File: src/rtl/mrc_pkg.sv
// Shared constants, types and the CRC byte update for the Modbus RTU response checker.
package mrc_pkg;

   localparam int MAX_FRAME = 256;
   localparam int SAT_COUNT = MAX_FRAME + 1;
   localparam int MIN_FRAME = 1 + 1 + 1 + 2;
   localparam int COUNT_W   = $clog2(SAT_COUNT + 1);
   localparam int CMP_W     = (COUNT_W > 8) ? COUNT_W + 1 : 9;

   localparam logic [7:0]  FUNC_READ  = 8'h03;
   localparam logic [7:0]  FUNC_WRITE = 8'h06;
   localparam int          EXC_BIT    = 7;
   localparam logic [15:0] CRC_INIT   = 16'hFFFF;
   localparam logic [15:0] CRC_POLY   = 16'hA001;

   typedef enum logic [2:0] {
      CLASS_READ_OK  = 3'd0,
      CLASS_WRITE    = 3'd1,
      CLASS_EXCEPT   = 3'd2,
      CLASS_UNKNOWN  = 3'd3,
      CLASS_MISMATCH = 3'd4
   } class_type;

   typedef struct packed {
      logic        item_kind;
      logic [6:0]  reg_index;
      logic [15:0] reg_word;
      logic [7:0]  device_addr;
      logic [7:0]  func_code;
      class_type   frame_class;
      logic        crc_bad;
      logic        length_bad;
      logic [8:0]  frame_length;
   } rsp_type;

   // Reflected CRC-16 update over one byte, LSB first.
   function automatic logic [15:0] crc_feed(input logic [15:0] crc, input logic [7:0] data);
      logic [15:0] c;
      c = crc ^ {8'h00, data};
      for (int i = 0; i < 8; i++) begin
         if (c[0]) c = (c >> 1) ^ CRC_POLY;
         else      c = c >> 1;
      end
      return c;
   endfunction

endpackage

File: src/rtl/mrc_frame_core.sv
// Per-frame state, CRC accumulation and result formation for each received byte.
module mrc_frame_core
   import mrc_pkg::*;
(
   input  logic       clock,
   input  logic       reset,
   input  logic       accept,
   input  logic [7:0] rx_byte,
   input  logic       last_byte,
   output logic       result_valid,
   output rsp_type    result
);

   logic [15:0]        crc_ff,     crc_in;
   logic [COUNT_W-1:0] count_ff,   count_in;
   logic [7:0]         dly0_ff,    dly0_in;
   logic [7:0]         dly1_ff,    dly1_in;
   logic [7:0]         addr_ff,    addr_in;
   logic [7:0]         func_ff,    func_in;
   logic [7:0]         decl_ff,    decl_in;
   logic [7:0]         pend_ff,    pend_in;

   logic [15:0]        crc_cur;
   logic [COUNT_W-1:0] total;
   logic [COUNT_W-1:0] word_off;
   logic [CMP_W-1:0]   word_twice;
   logic [CMP_W-1:0]   decl_ext;
   logic [15:0]        trailing;
   logic               in_data;
   logic               word_hit;
   class_type          cls;

   always_comb begin
      crc_cur  = (count_ff >= COUNT_W'(2)) ? crc_feed(crc_ff, dly1_ff) : crc_ff;
      total    = (count_ff < COUNT_W'(SAT_COUNT)) ? count_ff + COUNT_W'(1)
                                                  : COUNT_W'(SAT_COUNT);
      addr_in  = (count_ff == COUNT_W'(0)) ? rx_byte : addr_ff;
      func_in  = (count_ff == COUNT_W'(1)) ? rx_byte : func_ff;
      decl_in  = (count_ff == COUNT_W'(2)) ? rx_byte : decl_ff;
      in_data  = (func_in == FUNC_READ) && (count_ff >= COUNT_W'(3))
                 && (count_ff < COUNT_W'(SAT_COUNT));
      pend_in  = (in_data && count_ff[0]) ? rx_byte : pend_ff;

      // word index k = (p - 4) / 2, compared as 2k against the declared count
      word_off   = count_ff - COUNT_W'(4);
      word_twice = CMP_W'({word_off[COUNT_W-1:1], 1'b0});
      decl_ext   = CMP_W'(decl_in);
      word_hit   = in_data && !count_ff[0] && (word_twice < decl_ext) && !last_byte;

      trailing = {rx_byte, dly0_ff};

      if (func_in[EXC_BIT]) begin
         cls = CLASS_EXCEPT;
      end else if (func_in == FUNC_READ) begin
         cls = ((total < COUNT_W'(SAT_COUNT))
                && (CMP_W'(total) == decl_ext + CMP_W'(MIN_FRAME))) ? CLASS_READ_OK
                                                                      : CLASS_MISMATCH;
      end else if (func_in == FUNC_WRITE) begin
         cls = CLASS_WRITE;
      end else begin
         cls = CLASS_UNKNOWN;
      end

      result = '0;
      if (last_byte) begin
         result.item_kind    = 1'b1;
         result.device_addr  = addr_in;
         result.func_code    = func_in;
         result.frame_class  = cls;
         result.crc_bad      = (crc_cur != trailing);
         result.length_bad   = (total < COUNT_W'(MIN_FRAME)) || (total > COUNT_W'(MAX_FRAME));
         result.frame_length = 9'(total);
      end else begin
         result.item_kind = 1'b0;
         result.reg_index = 7'(word_off[COUNT_W-1:1]);
         result.reg_word  = {pend_ff, rx_byte};
      end
      result_valid = last_byte || word_hit;

      // next state: closing byte clears the frame
      if (last_byte) begin
         crc_in   = CRC_INIT;
         count_in = '0;
         dly0_in  = '0;
         dly1_in  = '0;
      end else begin
         crc_in   = crc_cur;
         count_in = total;
         dly0_in  = rx_byte;
         dly1_in  = dly0_ff;
      end
   end

   always_ff @(posedge clock) begin
      if (reset) begin
         crc_ff   <= CRC_INIT;
         count_ff <= '0;
         dly0_ff  <= '0;
         dly1_ff  <= '0;
         addr_ff  <= '0;
         func_ff  <= '0;
         decl_ff  <= '0;
         pend_ff  <= '0;
      end else if (accept) begin
         crc_ff   <= crc_in;
         count_ff <= count_in;
         dly0_ff  <= dly0_in;
         dly1_ff  <= dly1_in;
         if (last_byte) begin
            addr_ff <= '0;
            func_ff <= '0;
            decl_ff <= '0;
            pend_ff <= '0;
         end else begin
            addr_ff <= addr_in;
            func_ff <= func_in;
            decl_ff <= decl_in;
            pend_ff <= pend_in;
         end
      end
   end

endmodule

File: config.mk
export PLATFORM = sky130hd
export DESIGN_NAME = mrc_frame_core
export DESIGN_NICKNAME = d
export VERILOG_FILES = /design/src/rtl/mrc_pkg.sv /design/src/rtl/mrc_frame_core.sv
export SDC_FILE = /design/constraint.sdc
export NUM_CORES = 1
export LEC_CHECK = 0
export BUFFER_PORTS_ARGS = -buffer_cell sky130_fd_sc_hd__buf_4
export CAP_MARGIN = 0
export CORE_AREA = 2 2 102 104
export CTS_BUF_LIST = sky130_fd_sc_hd__clkbuf_2
export DETAILED_ROUTE_END_ITERATION = 7
export DIE_AREA = 0 0 104 106
export MAX_ROUTING_LAYER = met4
export PLACE_DENSITY = 0.67
export SETUP_SLACK_MARGIN = 0.05
export SYNTH_ARGS = -nofsm -noshare
export SYNTH_HDL_FRONTEND = slang
export SYNTH_SLANG_ARGS = --single-unit
File: constraint.sdc
create_clock -name clock -period 4.7 [get_ports clock]
set_input_delay 0 -clock clock [delete_from_list [all_inputs] [get_ports clock]]
set_output_delay 0 -clock clock [all_outputs]
set_load 0.1 [all_outputs]
# == Yosys cells after proc, flatten, opt, wreduce, memory -nomap -nowiden ==
# Index checks and enable logic that the tools add are counted.
# word_totals
ff_bits,73
latchBits,0
ramBits,0
rom_bits,0
output_inout_bits,55
elab_cells,76
mem_count,0
# op_classes
addsub,3
mul,0
div_mod_pow,0
magnitude_cmp,7
n_eq_ne,6
n_shift,0
mux,29
bitwise_logic,9
reduce_logical,14
# op_table
cell,n
$mux 16,10
$mux 8,10
$mux 30,1
$not 2->3,8
$mux 23,1
$ge 9x2->1 const B,2
$lt 9x9->1 const B,2
$mux 9,2
$ne 16x16->1,1
$xor 16x8->16,1
$add 8x3->9 const B,1
$add 9x1->9 const B,1
$eq 9x1->1 const B,1
$eq 9x2->1 const B,1
$eq 9x9->1,1
$gt 9x9->1 const B,1
$logic_not 9->1,1
$lt 9x3->1 const B,1
$lt 9x8->1,1
$mux 3,3
$sub 9x3->9 const B,1
$eq 8x2->1 const B,1
$eq 8x3->1 const B,1
$logic_and 1x1->1,7
other kinds (6),8

# == Depth between registers and ports, before layout ==
# Gate-level depths: netlist of the first run.
# depth
word_depth,20
depth_mapped,14

# == Worst setup path before layout of the first run ==
# Ideal clock, no wire load.
# synth_timing
path_kind,reg-to-output
start,reg count_ff[5]
end,out result[13] (netlist bit)
t_arrival_ps,4331
required_ps,4700
setup_slack_ps,369
path_stages_with_launch,14
n_path_buf,3
cell_sequence,dfxtp_1 -> buf_6 -> or4_4 -> buf_6 -> or3_1 -> clkbuf_1 -> mux2_4 -> ha_1 -> xnor2_1 -> nand3_1 -> o31ai_1 -> a22oi_1 -> nor3_1 -> a41oi_1
# synth_lines
item,line,source
start: declaration,mrc_frame_core.sv:15,"logic [COUNT_W-1:0] count_ff, count_in;"
start signal: assignment,mrc_frame_core.sv:106,count_ff <= count_in;
end: declaration,mrc_frame_core.sv:11,output rsp_type result

# == Final worst setup path of the first run ==
# layout_timing
start,reg count_ff[2]
end,out result_valid
# layout_via
elab_chain_len,9
elab_cells_between_ends,15
classes_between,add/sub: 1; order compare: 3; eq/ne: 3; mux: 2; reduce/logical: 6
# layout_rtl
item,line,source
branches (longest 6 deep; another with $sub 9x3->9),--,
$logic_and 1x1->1 (*) (2 in series),mrc_frame_core.sv:48,word_hit = in_data && !count_ff[0] && (word_twice < decl_ext) && !last_byte;
$logic_or 1x1->1 (*),mrc_frame_core.sv:78,result_valid = last_byte || word_hit;
end: declaration,mrc_frame_core.sv:10,"output logic result_valid,"
# Mark *: on every way between the ends.

==> results.json, run 1 <==
{
  "dp_hpwl_mm": 9.22,
  "min_path_type": "in -> reg",
  "vdd_drop_max_mv": 0.187,
  "syn_to_final_growth_pct": 14.4,
  "crit_path_start": "count_ff[2]",
  "period_minus_slack_ns": 3.86,
  "synth_top_flop_cell": "dfxtp_1",
  "period_share_pct": 82.2,
  "io_pins": 67,
  "critPathArrivalTime_ns": 3.86,
  "yosysTopAreaCellShare_pct": 29.9,
  "hold_start": "last_byte",
  "grt_pass1_wl_mm": 22.2,
  "rsz0062_at_grt": "no",
  "rows": 37,
  "die_w_um": 104,
  "first_global_vias": 4421,
  "grt_max_degree": 74,
  "die_h_um": 106,
  "setup_viol": 0,
  "via_per_inst": 5.60,
  "nets": 687,
  "ys_ff_latch": 73,
  "wl_per_cell_um": 16.7,
  "antenna_left": 0,
  "path_max_fanout": 13,
  "coreArea_um2": 10000,
  "synth-edff-count": 0,
  "start_util_pct": 48.8,
  "finalHoldViolCount": 0,
  "die_area_um2": 11000,
  "leakage_nw": 2.24,
  "routed_wl_mm": 13.4,
  "maxCapViolations": 0,
  "cts.htree.levels": 3,
  "clk_path_buf_depth": 2,
  "grt_use_total_pct": 25.6,
  "ys_types": 56,
  "cts_tree": "built",
  "ys_async_sr_fraction_pct": 0,
  "cp-end-kind": "output pin",
  "slew_headroom_pct": 31.7,
  "drc": 0,
  "vias": 4493,
  "outcome": "finished, final reports clean",
  "clk_latency_ns": 0.53,
  "place_ws_ns": 1.43,
  "synthTopCellsByArea": "dfxtp_1 (30%), mux2i_1 (8.0%), nor2_1 (8.0%)",
  "numCtsBuffers": 9,
  "syn-mean-instance-area_um2": 7.94,
  "cts-root-buf": "clkbuf_2",
  "yosysWarnings": 0,
  "drtPass1Iterations": 4,
  "fmax_mhz": 259,
  "layout-drive-gt1-share_pct": 14.6,
  "numPortBuffers": 66,
  "required_ns": 4.70,
  "power_density_nw_per_um2": 226,
  "start_kind": "flip-flop",
  "synth_nets": 641,
  "setup_tns_ns": 0,
  "postSynthCellCount": 615,
  "antenna_found_initial": 0,
  "cts.sinks": 73,
  "drtIter0Drc": 211,
  "yosysTopAreaCell": "dfxtp_1",
  "rr_worst_depth": 7,
  "tightestPinTransition_ns": 1.02,
  "path_clk_slew_ns": 0.20,
  "setup_slack_ns": 0.838,
  "grt-ovfl-total": 0,
  "fin_skew_ns": 0.0266,
  "cts-resized-gates": 0,
  "netlist_area_um2": 4880,
  "r2r-start": "count_ff[4]",
  "routabilityCongestion": 0.916,
  "slew_violations": 0,
  "utilization_pct": 55.9,
  "antenna_cells": 0,
  "crit_type": "reg -> out",
  "synth-seq-area-share_pct": 29.9,
  "worst_hold_path.num_cells": 4
}
-- stage by stage --
step,power [mW],area [um^2],cells,hold slack [ns]
2_1_floorplan,0.896,4880,615,0.212
3_3_place_gp,0.960,5380,775,0.348
3_5_place_dp,0.962,5380,775,0.349
4_1_cts,1.27,5590,802,0.0862
5_1_grt,1.32,5590,802,0.0959
6_report,1.26,5590,802,0.108
-- cell usage in the layout (no fill, tap or decap), drive strengths merged, types with 11 or more instances in the layout --
cell type	netlist	routed
nand2b	18	18
dlygate4sd3	0	11
xnor2	37	37
mux2i	39	39
ha	14	14
o21ai	15	15
o22ai	11	11
xor2	21	21
dfxtp	73	73
nand2	31	31
nor2b	38	38
a22oi	33	33
a21oi	29	29
nand3	20	20
buf	8	69
nor2	104	104
inv	15	15
-- worst paths after layout --
kind | endpoint | slack (ns)
max | result_valid | 0.84
min | dly1_ff[0] | 0.11
max reg2reg | addr_ff[7] | 1.45
min reg2reg | decl_ff[7] | 0.52
-- per-layer routing --
layer  part of all wire (%)  GRT usage, %  up-vias
li1                       -             -     2214
met1                     46          31.7     2136
met2                     48          42.5      117
met3                    4.2          4.41       26
met4                    2.3          9.07        0
met5                      0             -        -
-- sequential cells by signal, indices dropped and copies added, names as in the netlist --
name      cells
dly1_ff       8
count_ff      9
dly0_ff       8
decl_ff       8
func_ff       8
addr_ff       8
pend_ff       8
crc_ff       16
-- power by group --
part           switching, mW  internal [mW]  total [mW]
sequential           0.00914          0.629       0.639
combinational          0.235         0.0838       0.318
clock                  0.236         0.0681       0.304
-- worst max-delay path, stage by stage (launching register included) --
cell and delay (ns):
dfxtp_1 0.51, inv_1 0.16, ha_1 0.23, nand2_1 0.15
nor3_4 0.47, mux2_2 0.43, inv_1 0.06, ha_1 0.11
inv_1 0.05, o211a_1 0.22, a2111oi_2 0.33, o2111ai_1 0.14
a21boi_1 0.15, o21bai_1 0.09, buf_4 0.23
-- cells in the mapped netlist (3+ instances only) --
master / count
and2_1: 4
and3_1: 3
buf_1: 4
nor2_1: 104
ha_1: 14
clkbuf_1: 37
nand3_1: 20
nor4_1: 5
a22oi_1: 33
or3_1: 4
inv_1: 14
o21ai_1: 3
nand4_1: 6
nor2b_1: 38
mux2_4: 3
o22ai_1: 11
mux2_2: 3
nand2b_1: 18
xor2_1: 21
nand2_1: 31
xnor2_1: 37
nor3_1: 8
o31ai_1: 3
mux2i_1: 39
o21ai_0: 12
o211a_1: 3
a21oi_1: 28
dfxtp_1: 73
-- repair_timing --
action                                 in CTS  in global routing
setup buffers                               0                  0
hold buffers                               11                  0
endpoints found under the hold margin      56                  0
-- cell families (layout without fill, tap and decap cells) --
logic type | after synthesis | count (layout) | share of synthesized area (%)
simple gates | 251 | 251 | 25.1
compound gates | 112 | 112 | 15.4
buf+inv | 60 | 111 | 5.07
xor+xnor | 60 | 60 | 11.3
mux | 45 | 45 | 9.61
fa+ha+maj | 14 | 14 | 3.59
flops | 73 | 73 | 29.9
-- area by class of cell --
cell class,count,area (um^2)
well taps,136,170
multi-input cells,482,3170
fillers,983,4410
flip-flops and latches,73,1460
repair buffers,80,628
clock buffers,9,45.0
inverters,15,58.8
clock inverters,7,47.5
Note: power is estimated with default switching activity, not from simulation.
==> run 2, diff against run 1 <==
--- a/config.mk
+++ b/config.mk
@@ -5,14 +5,15 @@
 export SDC_FILE = /design/constraint.sdc
 export NUM_CORES = 1
 export LEC_CHECK = 0
+export ABC_AREA = 1
 export BUFFER_PORTS_ARGS = -buffer_cell sky130_fd_sc_hd__buf_4
 export CAP_MARGIN = 0
-export CORE_AREA = 2 2 102 104
+export CORE_AREA = 2 2 105 107
 export CTS_BUF_LIST = sky130_fd_sc_hd__clkbuf_2
 export DETAILED_ROUTE_END_ITERATION = 7
-export DIE_AREA = 0 0 104 106
+export DIE_AREA = 0 0 107 109
 export MAX_ROUTING_LAYER = met4
-export PLACE_DENSITY = 0.67
+export PLACE_DENSITY = 0.66
 export SETUP_SLACK_MARGIN = 0.05
 export SYNTH_ARGS = -nofsm -noshare
 export SYNTH_HDL_FRONTEND = slang
==> constraint.sdc (replaced) <==
create_clock -name clock -period 3.9 [get_ports clock]
set_input_delay 0 -clock clock [delete_from_list [all_inputs] [get_ports clock]]
set_output_delay 0 -clock clock [all_outputs]
set_load 0.1 [all_outputs]
==> results.json, run 2 <==
{
  "first_global_vias": 5145,
  "synth_nets": 891,
  "start_util_pct": 48.4,
  "utilization_pct": 56.2,
  "syn_to_final_growth_pct": 16.1,
  "fin_skew_ns": 0.0210,
  "wl_met3_um": 946,
  "critPathArrivalTime_ns": 3.44,
  "synthTopCellsByArea": "dfxtp_1 (28%), nand2_1 (23%), inv_1 (6.9%)",
  "combPwrFrac_pct": 28.0,
  "p_int_mw": 1.02,
  "cts.sinks": 73,
  "setup_tns_ns": 0,
  "grt_max_degree": 61,
  "ys_async_sr_fraction_pct": 0,
  "nets": 953,
  "drtPass1Iterations": 5,
  "cts.htree.levels": 3,
  "clk_path_buf_depth": 2,
  "slew_violations": 0,
  "synth_top_family_by_area": "simple AND/OR/NAND/NOR gates",
  "setup_slack_ns": 0.461,
  "vdd_drop_max_mv": 0.275,
  "period_share_pct": 88.2,
  "worst_hold_path.num_cells": 2,
  "synth_top_flop_cell": "dfxtp_1",
  "drc": 0,
  "required_ns": 3.90,
  "ys_types": 38,
  "dp.cells": 1036,
  "nFillCells": 1123,
  "final_common_cell": "nand2_1",
  "start_kind": "flip-flop",
  "switching_share_pct": 39.6,
  "rr_worst_depth": 18,
  "place_ws_ns": 0.776,
  "maxCapViolations": 0,
  "fin_area_um2": 5960,
  "antenna_found_initial": 0,
  "vias": 5572,
  "met1_length_mm": 7.20,
  "syn-mean-instance-area_um2": 5.94,
  "routabilityCongestion": 0.890,
  "setup_viol": 0,
  "grt_pass1_wl_mm": 25.1,
  "die_w_um": 107,
  "path_max_fanout": 8,
  "numPortBuffers": 66,
  "synth-edff-count": 0,
  "layout_common_cells": "nand2_1 (313), inv_1 (94), nor2_1 (86), dfxtp_1 (73), buf_4 (69)",
  "fmax_mhz": 291,
  "synth-seq-area-share_pct": 28.5,
  "yosysWarnings": 0,
  "dr_wl_met2_mm": 6.97,
  "dp_hpwl_mm": 10.8,
  "slew_headroom_pct": 30.7,
  "grt-ovfl-total": 0,
  "cts_tree": "built",
  "drtIter0Drc": 319,
  "ys_ff_latch": 73,
  "rsz0062_at_grt": "no",
  "regMostFlops": "crc_ff",
  "period_minus_slack_ns": 3.44,
  "instances_no_fill": 1072,
  "post-synth-top-count-cell": "nand2_1",
  "yosysTopAreaCellShare_pct": 28.5,
  "routed_wl_mm": 15.3,
  "via_per_inst": 5.20,
  "antenna_cells": 0,
  "rows": 38,
  "cts-root-buf": "clkbuf_2",
  "antenna_left": 0,
  "top_layer": "met4",
  "synth_xor_area_share_pct": 2.39,
  "place_area_um2": 5640,
  "wl_per_cell_um": 14.3,
  "pwr-share-clk_pct": 25.7,
  "layout-drive-gt1-share_pct": 13.6,
  "power.switching_mw": 0.665,
  "yosysTopAreaCell": "dfxtp_1",
  "seq_power_share_pct": 46.2,
  "tightestPinTransition_ns": 1.04,
  "min_path_type": "reg -> reg",
  "outcome": "finished, final reports clean",
  "leakage_nw": 2.83,
  "synth_mux_area_share_pct": 0,
  "clk_latency_ns": 0.55,
  "r2r_setup_slack_ns": 1.29,
  "die_h_um": 109,
  "crit_type": "reg -> out",
  "coreArea_um2": 10600,
  "path_clk_slew_ns": 0.21,
  "synthAdderAreaFrac_pct": 3.41,
  "reg_top3": "crc_ff x16, count_ff x9",
  "synth_compound_area_share_pct": 13.2,
  "synthSimpleGateAreaFrac_pct": 41.8,
  "finalHoldViolCount": 0,
  "numCtsBuffers": 9,
  "postSynthCellCount": 865,
  "power_density_nw_per_um2": 282,
  "largest_reg_flops": 16,
  "cp-end-kind": "output pin",
  "grt_use_total_pct": 28.0,
  "io_pins": 67,
  "netlist_area_um2": 5140,
  "synth_top_cells_by_count": "nand2_1 (313), inv_1 (94), nor2_1 (87)",
  "die_area_um2": 11700
}
[run 2: metrics by stage]
stage          power (mW)  hold WS (ns)
6_report             1.68         0.477
5_1_grt              1.76         0.441
4_1_cts              1.69         0.420
3_5_place_dp         1.25         0.289
3_3_place_gp         1.24         0.277
2_1_floorplan        1.15         0.145
[run 2: timing repair]
action | 4_1_cts | 5_1_grt
gates resized for setup | 0 | 3
hold buffers | 19 | 0
endpoints found under the hold margin | 71 | 0
buffers inserted | 0 | 1
endpoints found under the setup margin | 0 | 3
[run 2: cell families after synthesis]
| group | Yosys count |
|---|---|
| compound gates | 122 |
| xor+xnor | 14 |
| fa+ha+maj | 14 |
| buf+inv | 135 |
| flops | 73 |
| simple gates | 507 |
[run 2: final cells by class]
cell class,instances,area [um^2],share of cell area [%]
Clock buffer,9,45.0,0.756
Clock inverter,7,61.3,1.03
Inverter,98,370,6.21
Multi-Input combinational cell,657,3140,52.7
Sequential cell,73,1460,24.5
Tap cell,140,175,2.94
Timing Repair Buffer,88,708,11.9
[run 2: final timing paths]
check	endpoint	startpoint
worst min-delay path	func_ff[6]	func_ff[6]
worst max-delay path	result[13]	count_ff[2]
worst max register to register	pend_ff[6]	count_ff[2]
worst min register to register	func_ff[6]	func_ff[6]
[run 2: layer usage]
| layer | GRT usage [%] | vias up |
|---|---|---|
| li1 | - | 2840 |
| met1 | 38.5 | 2562 |
| met2 | 43.7 | 158 |
| met3 | 3.11 | 12 |
| met4 | 8.44 | 0 |
| met5 | - | - |
[run 2: critical path, cell delays in order, from the launching register on]
cell     delay (ns)
dfxtp_1        0.51
inv_1          0.14
ha_1           0.24
inv_1          0.10
nor2_4         0.05
nand2_1        0.12
nor2_4         0.06
o21ai_1        0.30
ha_1           0.21
inv_1          0.05
nand2_1        0.09
nand2_1        0.10
inv_1          0.09
nand2_1        0.07
nand2_1        0.09
xnor2_1        0.12
nand3_1        0.09
nor2_1         0.18
nor2_1         0.06
buf_4          0.23
[run 2: power groups by stage]
stage | clock [mW] | combinational, mW | sequential, mW
finish | 0.433 | 0.471 | 0.777
detailed placement | 0 | 0.454 | 0.792
global placement | 0 | 0.452 | 0.791
CTS | 0.443 | 0.469 | 0.777
global route | 0.470 | 0.505 | 0.780
floorplan | 0 | 0.358 | 0.789
==> run 3, diff against run 2 <==
--- a/config.mk
+++ b/config.mk
@@ -8,12 +8,12 @@
 export ABC_AREA = 1
 export BUFFER_PORTS_ARGS = -buffer_cell sky130_fd_sc_hd__buf_4
 export CAP_MARGIN = 0
-export CORE_AREA = 2 2 105 107
+export CORE_AREA = 5 5 103 105
 export CTS_BUF_LIST = sky130_fd_sc_hd__clkbuf_2
 export DETAILED_ROUTE_END_ITERATION = 7
-export DIE_AREA = 0 0 107 109
+export DIE_AREA = 0 0 108 110
 export MAX_ROUTING_LAYER = met4
-export PLACE_DENSITY = 0.66
+export PLACE_DENSITY = 0.72
 export SETUP_SLACK_MARGIN = 0.05
 export SYNTH_ARGS = -nofsm -noshare
 export SYNTH_HDL_FRONTEND = slang
==> results.json, run 3 (synthesized netlist as in run 2, its figures left out) <==
{
  "vdd_drop_max_mv": 0.239,
  "drtPass1Iterations": 5,
  "leakage_nw": 2.82,
  "required_ns": 3.90,
  "nets": 952,
  "wl_per_cell_um": 14.4,
  "layout-drive-gt1-share_pct": 14.0,
  "die_h_um": 110,
  "cts.sinks": 73,
  "path_clk_slew_ns": 0.21,
  "cts.htree.levels": 3,
  "endpoint": "result[10]",
  "grt_use_total_pct": 27.2,
  "drc": 0,
  "setup_viol": 0,
  "clk_latency_ns": 0.52,
  "grt_pass1_wl_mm": 25.2,
  "antenna_found_initial": 0,
  "instances_no_fill": 1062,
  "slew_violations": 0,
  "dp.cells": 1029,
  "grt-ovfl-total": 0,
  "first_global_vias": 5277,
  "start_kind": "flip-flop",
  "cts_tree": "built",
  "regArea_um2": 1460,
  "fin_skew_ns": 0.0435,
  "crit_path_start": "count_ff[2]",
  "rows": 36,
  "r2r-start": "count_ff[2]",
  "r2r_setup_slack_ns": 1.16,
  "tightestPinTransition_ns": 1.10,
  "die_w_um": 108,
  "period_share_pct": 90.5,
  "slew_headroom_pct": 26.9,
  "dp_hpwl_mm": 11.1,
  "fmax_mhz": 283,
  "clk_path_buf_depth": 2,
  "r2r-end": "crc_ff[0]",
  "routed_wl_mm": 15.3,
  "cp-end-kind": "output pin",
  "critPathArrivalTime_ns": 3.53,
  "routabilityCongestion": 0.932,
  "period_minus_slack_ns": 3.53,
  "drtIter0Drc": 378,
  "worst_hold_path.num_cells": 5,
  "cts-root-buf": "clkbuf_2",
  "rr_worst_depth": 13,
  "antenna_left": 0,
  "numPortBuffers": 66,
  "whs_ns": 0.0336,
  "regMostFlops": "crc_ff",
  "power_density_nw_per_um2": 282,
  "layout_common_cells": "nand2_1 (313), inv_1 (94), nor2_1 (86), dfxtp_1 (73), buf_4 (70)",
  "multiInputGateArea_um2": 3130,
  "syn_to_final_growth_pct": 15.5,
  "maxCapViolations": 0,
  "finalHoldViolCount": 0,
  "setup_tns_ns": 0,
  "final_common_cell": "nand2_1",
  "outcome": "finished, final reports clean",
  "io_pins": 67,
  "largest_reg_flops": 16,
  "rsz0062_at_grt": "no",
  "die_area_um2": 11900,
  "via_per_inst": 5.25,
  "numCtsBuffers": 9,
  "coreArea_um2": 9550,
  "min_path_type": "in -> reg",
  "start_util_pct": 53.8,
  "path_max_fanout": 26,
  "vias": 5577,
  "reg_top3": "crc_ff x16, count_ff x9",
  "grt_max_degree": 61,
  "crit_type": "reg -> out",
  "nFillCells": 975,
  "antenna_cells": 0
}
==> run 3: cell count changes in the layout (fill, tap and decap cells not counted) <==
cell,change
nand2_4,-1
clkinv_2,+1
buf_4,+1
nand2_2,+1
clkinv_1,-4
clkinvlp_4,+1
dlygate4sd3_1,-2
==> run 3: worst max-delay path, cell delays in order (launching register included) <==
cell	delay, ns
dfxtp_1	0.52
inv_1	0.14
ha_1	0.24
nand2_1	0.07
nor2_1	0.04
nand2_2	0.13
nand2_2	0.32
inv_4	0.28
nand2_1	0.10
nand2_1	0.09
nand2_1	0.06
nand2_1	0.05
nand2_1	0.08
nor2_1	0.10
nand2_1	0.05
nor2_1	0.17
nand2_1	0.08
nor2_1	0.11
a21oi_1	0.08
buf_4	0.29
==> run 3: stage by stage <==
step / cell area, um^2 / total power [mW] / setup slack, ns / utilization (%)
global placement: 5640 / 1.24 / 0.899 / 59.0
floorplan: 5140 / 1.15 / 0.303 / -
global route: 5930 / 1.75 / 0.116 / 62.1
CTS: 5910 / 1.67 / 0.160 / 61.9
detailed placement: 5640 / 1.25 / 0.749 / 59.0
finish: 5930 / 1.67 / 0.370 / 62.1
==> run 3: final cells by class <==
| type | instances | share of cell area, % |
|---|---|---|
| Multi-Input combinational cell | 657 | 52.8 |
| Clock inverter | 5 | 0.991 |
| Inverter | 98 | 6.24 |
| Tap cell | 133 | 2.81 |
| Timing Repair Buffer | 87 | 11.7 |
| Sequential cell | 73 | 24.6 |
| Clock buffer | 9 | 0.759 |
==> run 3: layer usage <==
layer / track usage, % / up-vias / routed length, um
li1: - / 2843 / -
met1: 35.1 / 2515 / 6950
met2: 43.4 / 186 / 6960
met3: 4.60 / 33 / 1030
met4: 9.56 / 0 / 356
met5: - / - / 0
==> run 3: what timing repair did <==
action / CTS / global route
setup buffers: 0 / 2
endpoints found under the setup margin: 0 / 2
hold buffers: 17 / 0
endpoints found under the hold margin: 44 / 0
gates resized for setup: 0 / 2
==> run 3: report_power, final <==
group / leakage (nW) / switching [mW] / total [mW] / internal [mW]
Clock: 0.0598 / 0.280 / 0.421 / 0.141
Combinational: 2.17 / 0.362 / 0.472 / 0.110
Sequential: 0.592 / 0.0131 / 0.778 / 0.765
Total: 2.82 / 0.656 / 1.67 / 1.01
==> run 3: worst min-delay path by stage <==
| stage | start | to |
|---|---|---|
| floorplan | rx_byte[3] | dly0_ff[3] |
| global placement | rx_byte[1] | dly0_ff[1] |
| detailed placement | rx_byte[1] | dly0_ff[1] |
| CTS | rx_byte[7] | decl_ff[7] |
| global route | rx_byte[7] | decl_ff[7] |
| finish | rx_byte[7] | decl_ff[7] |
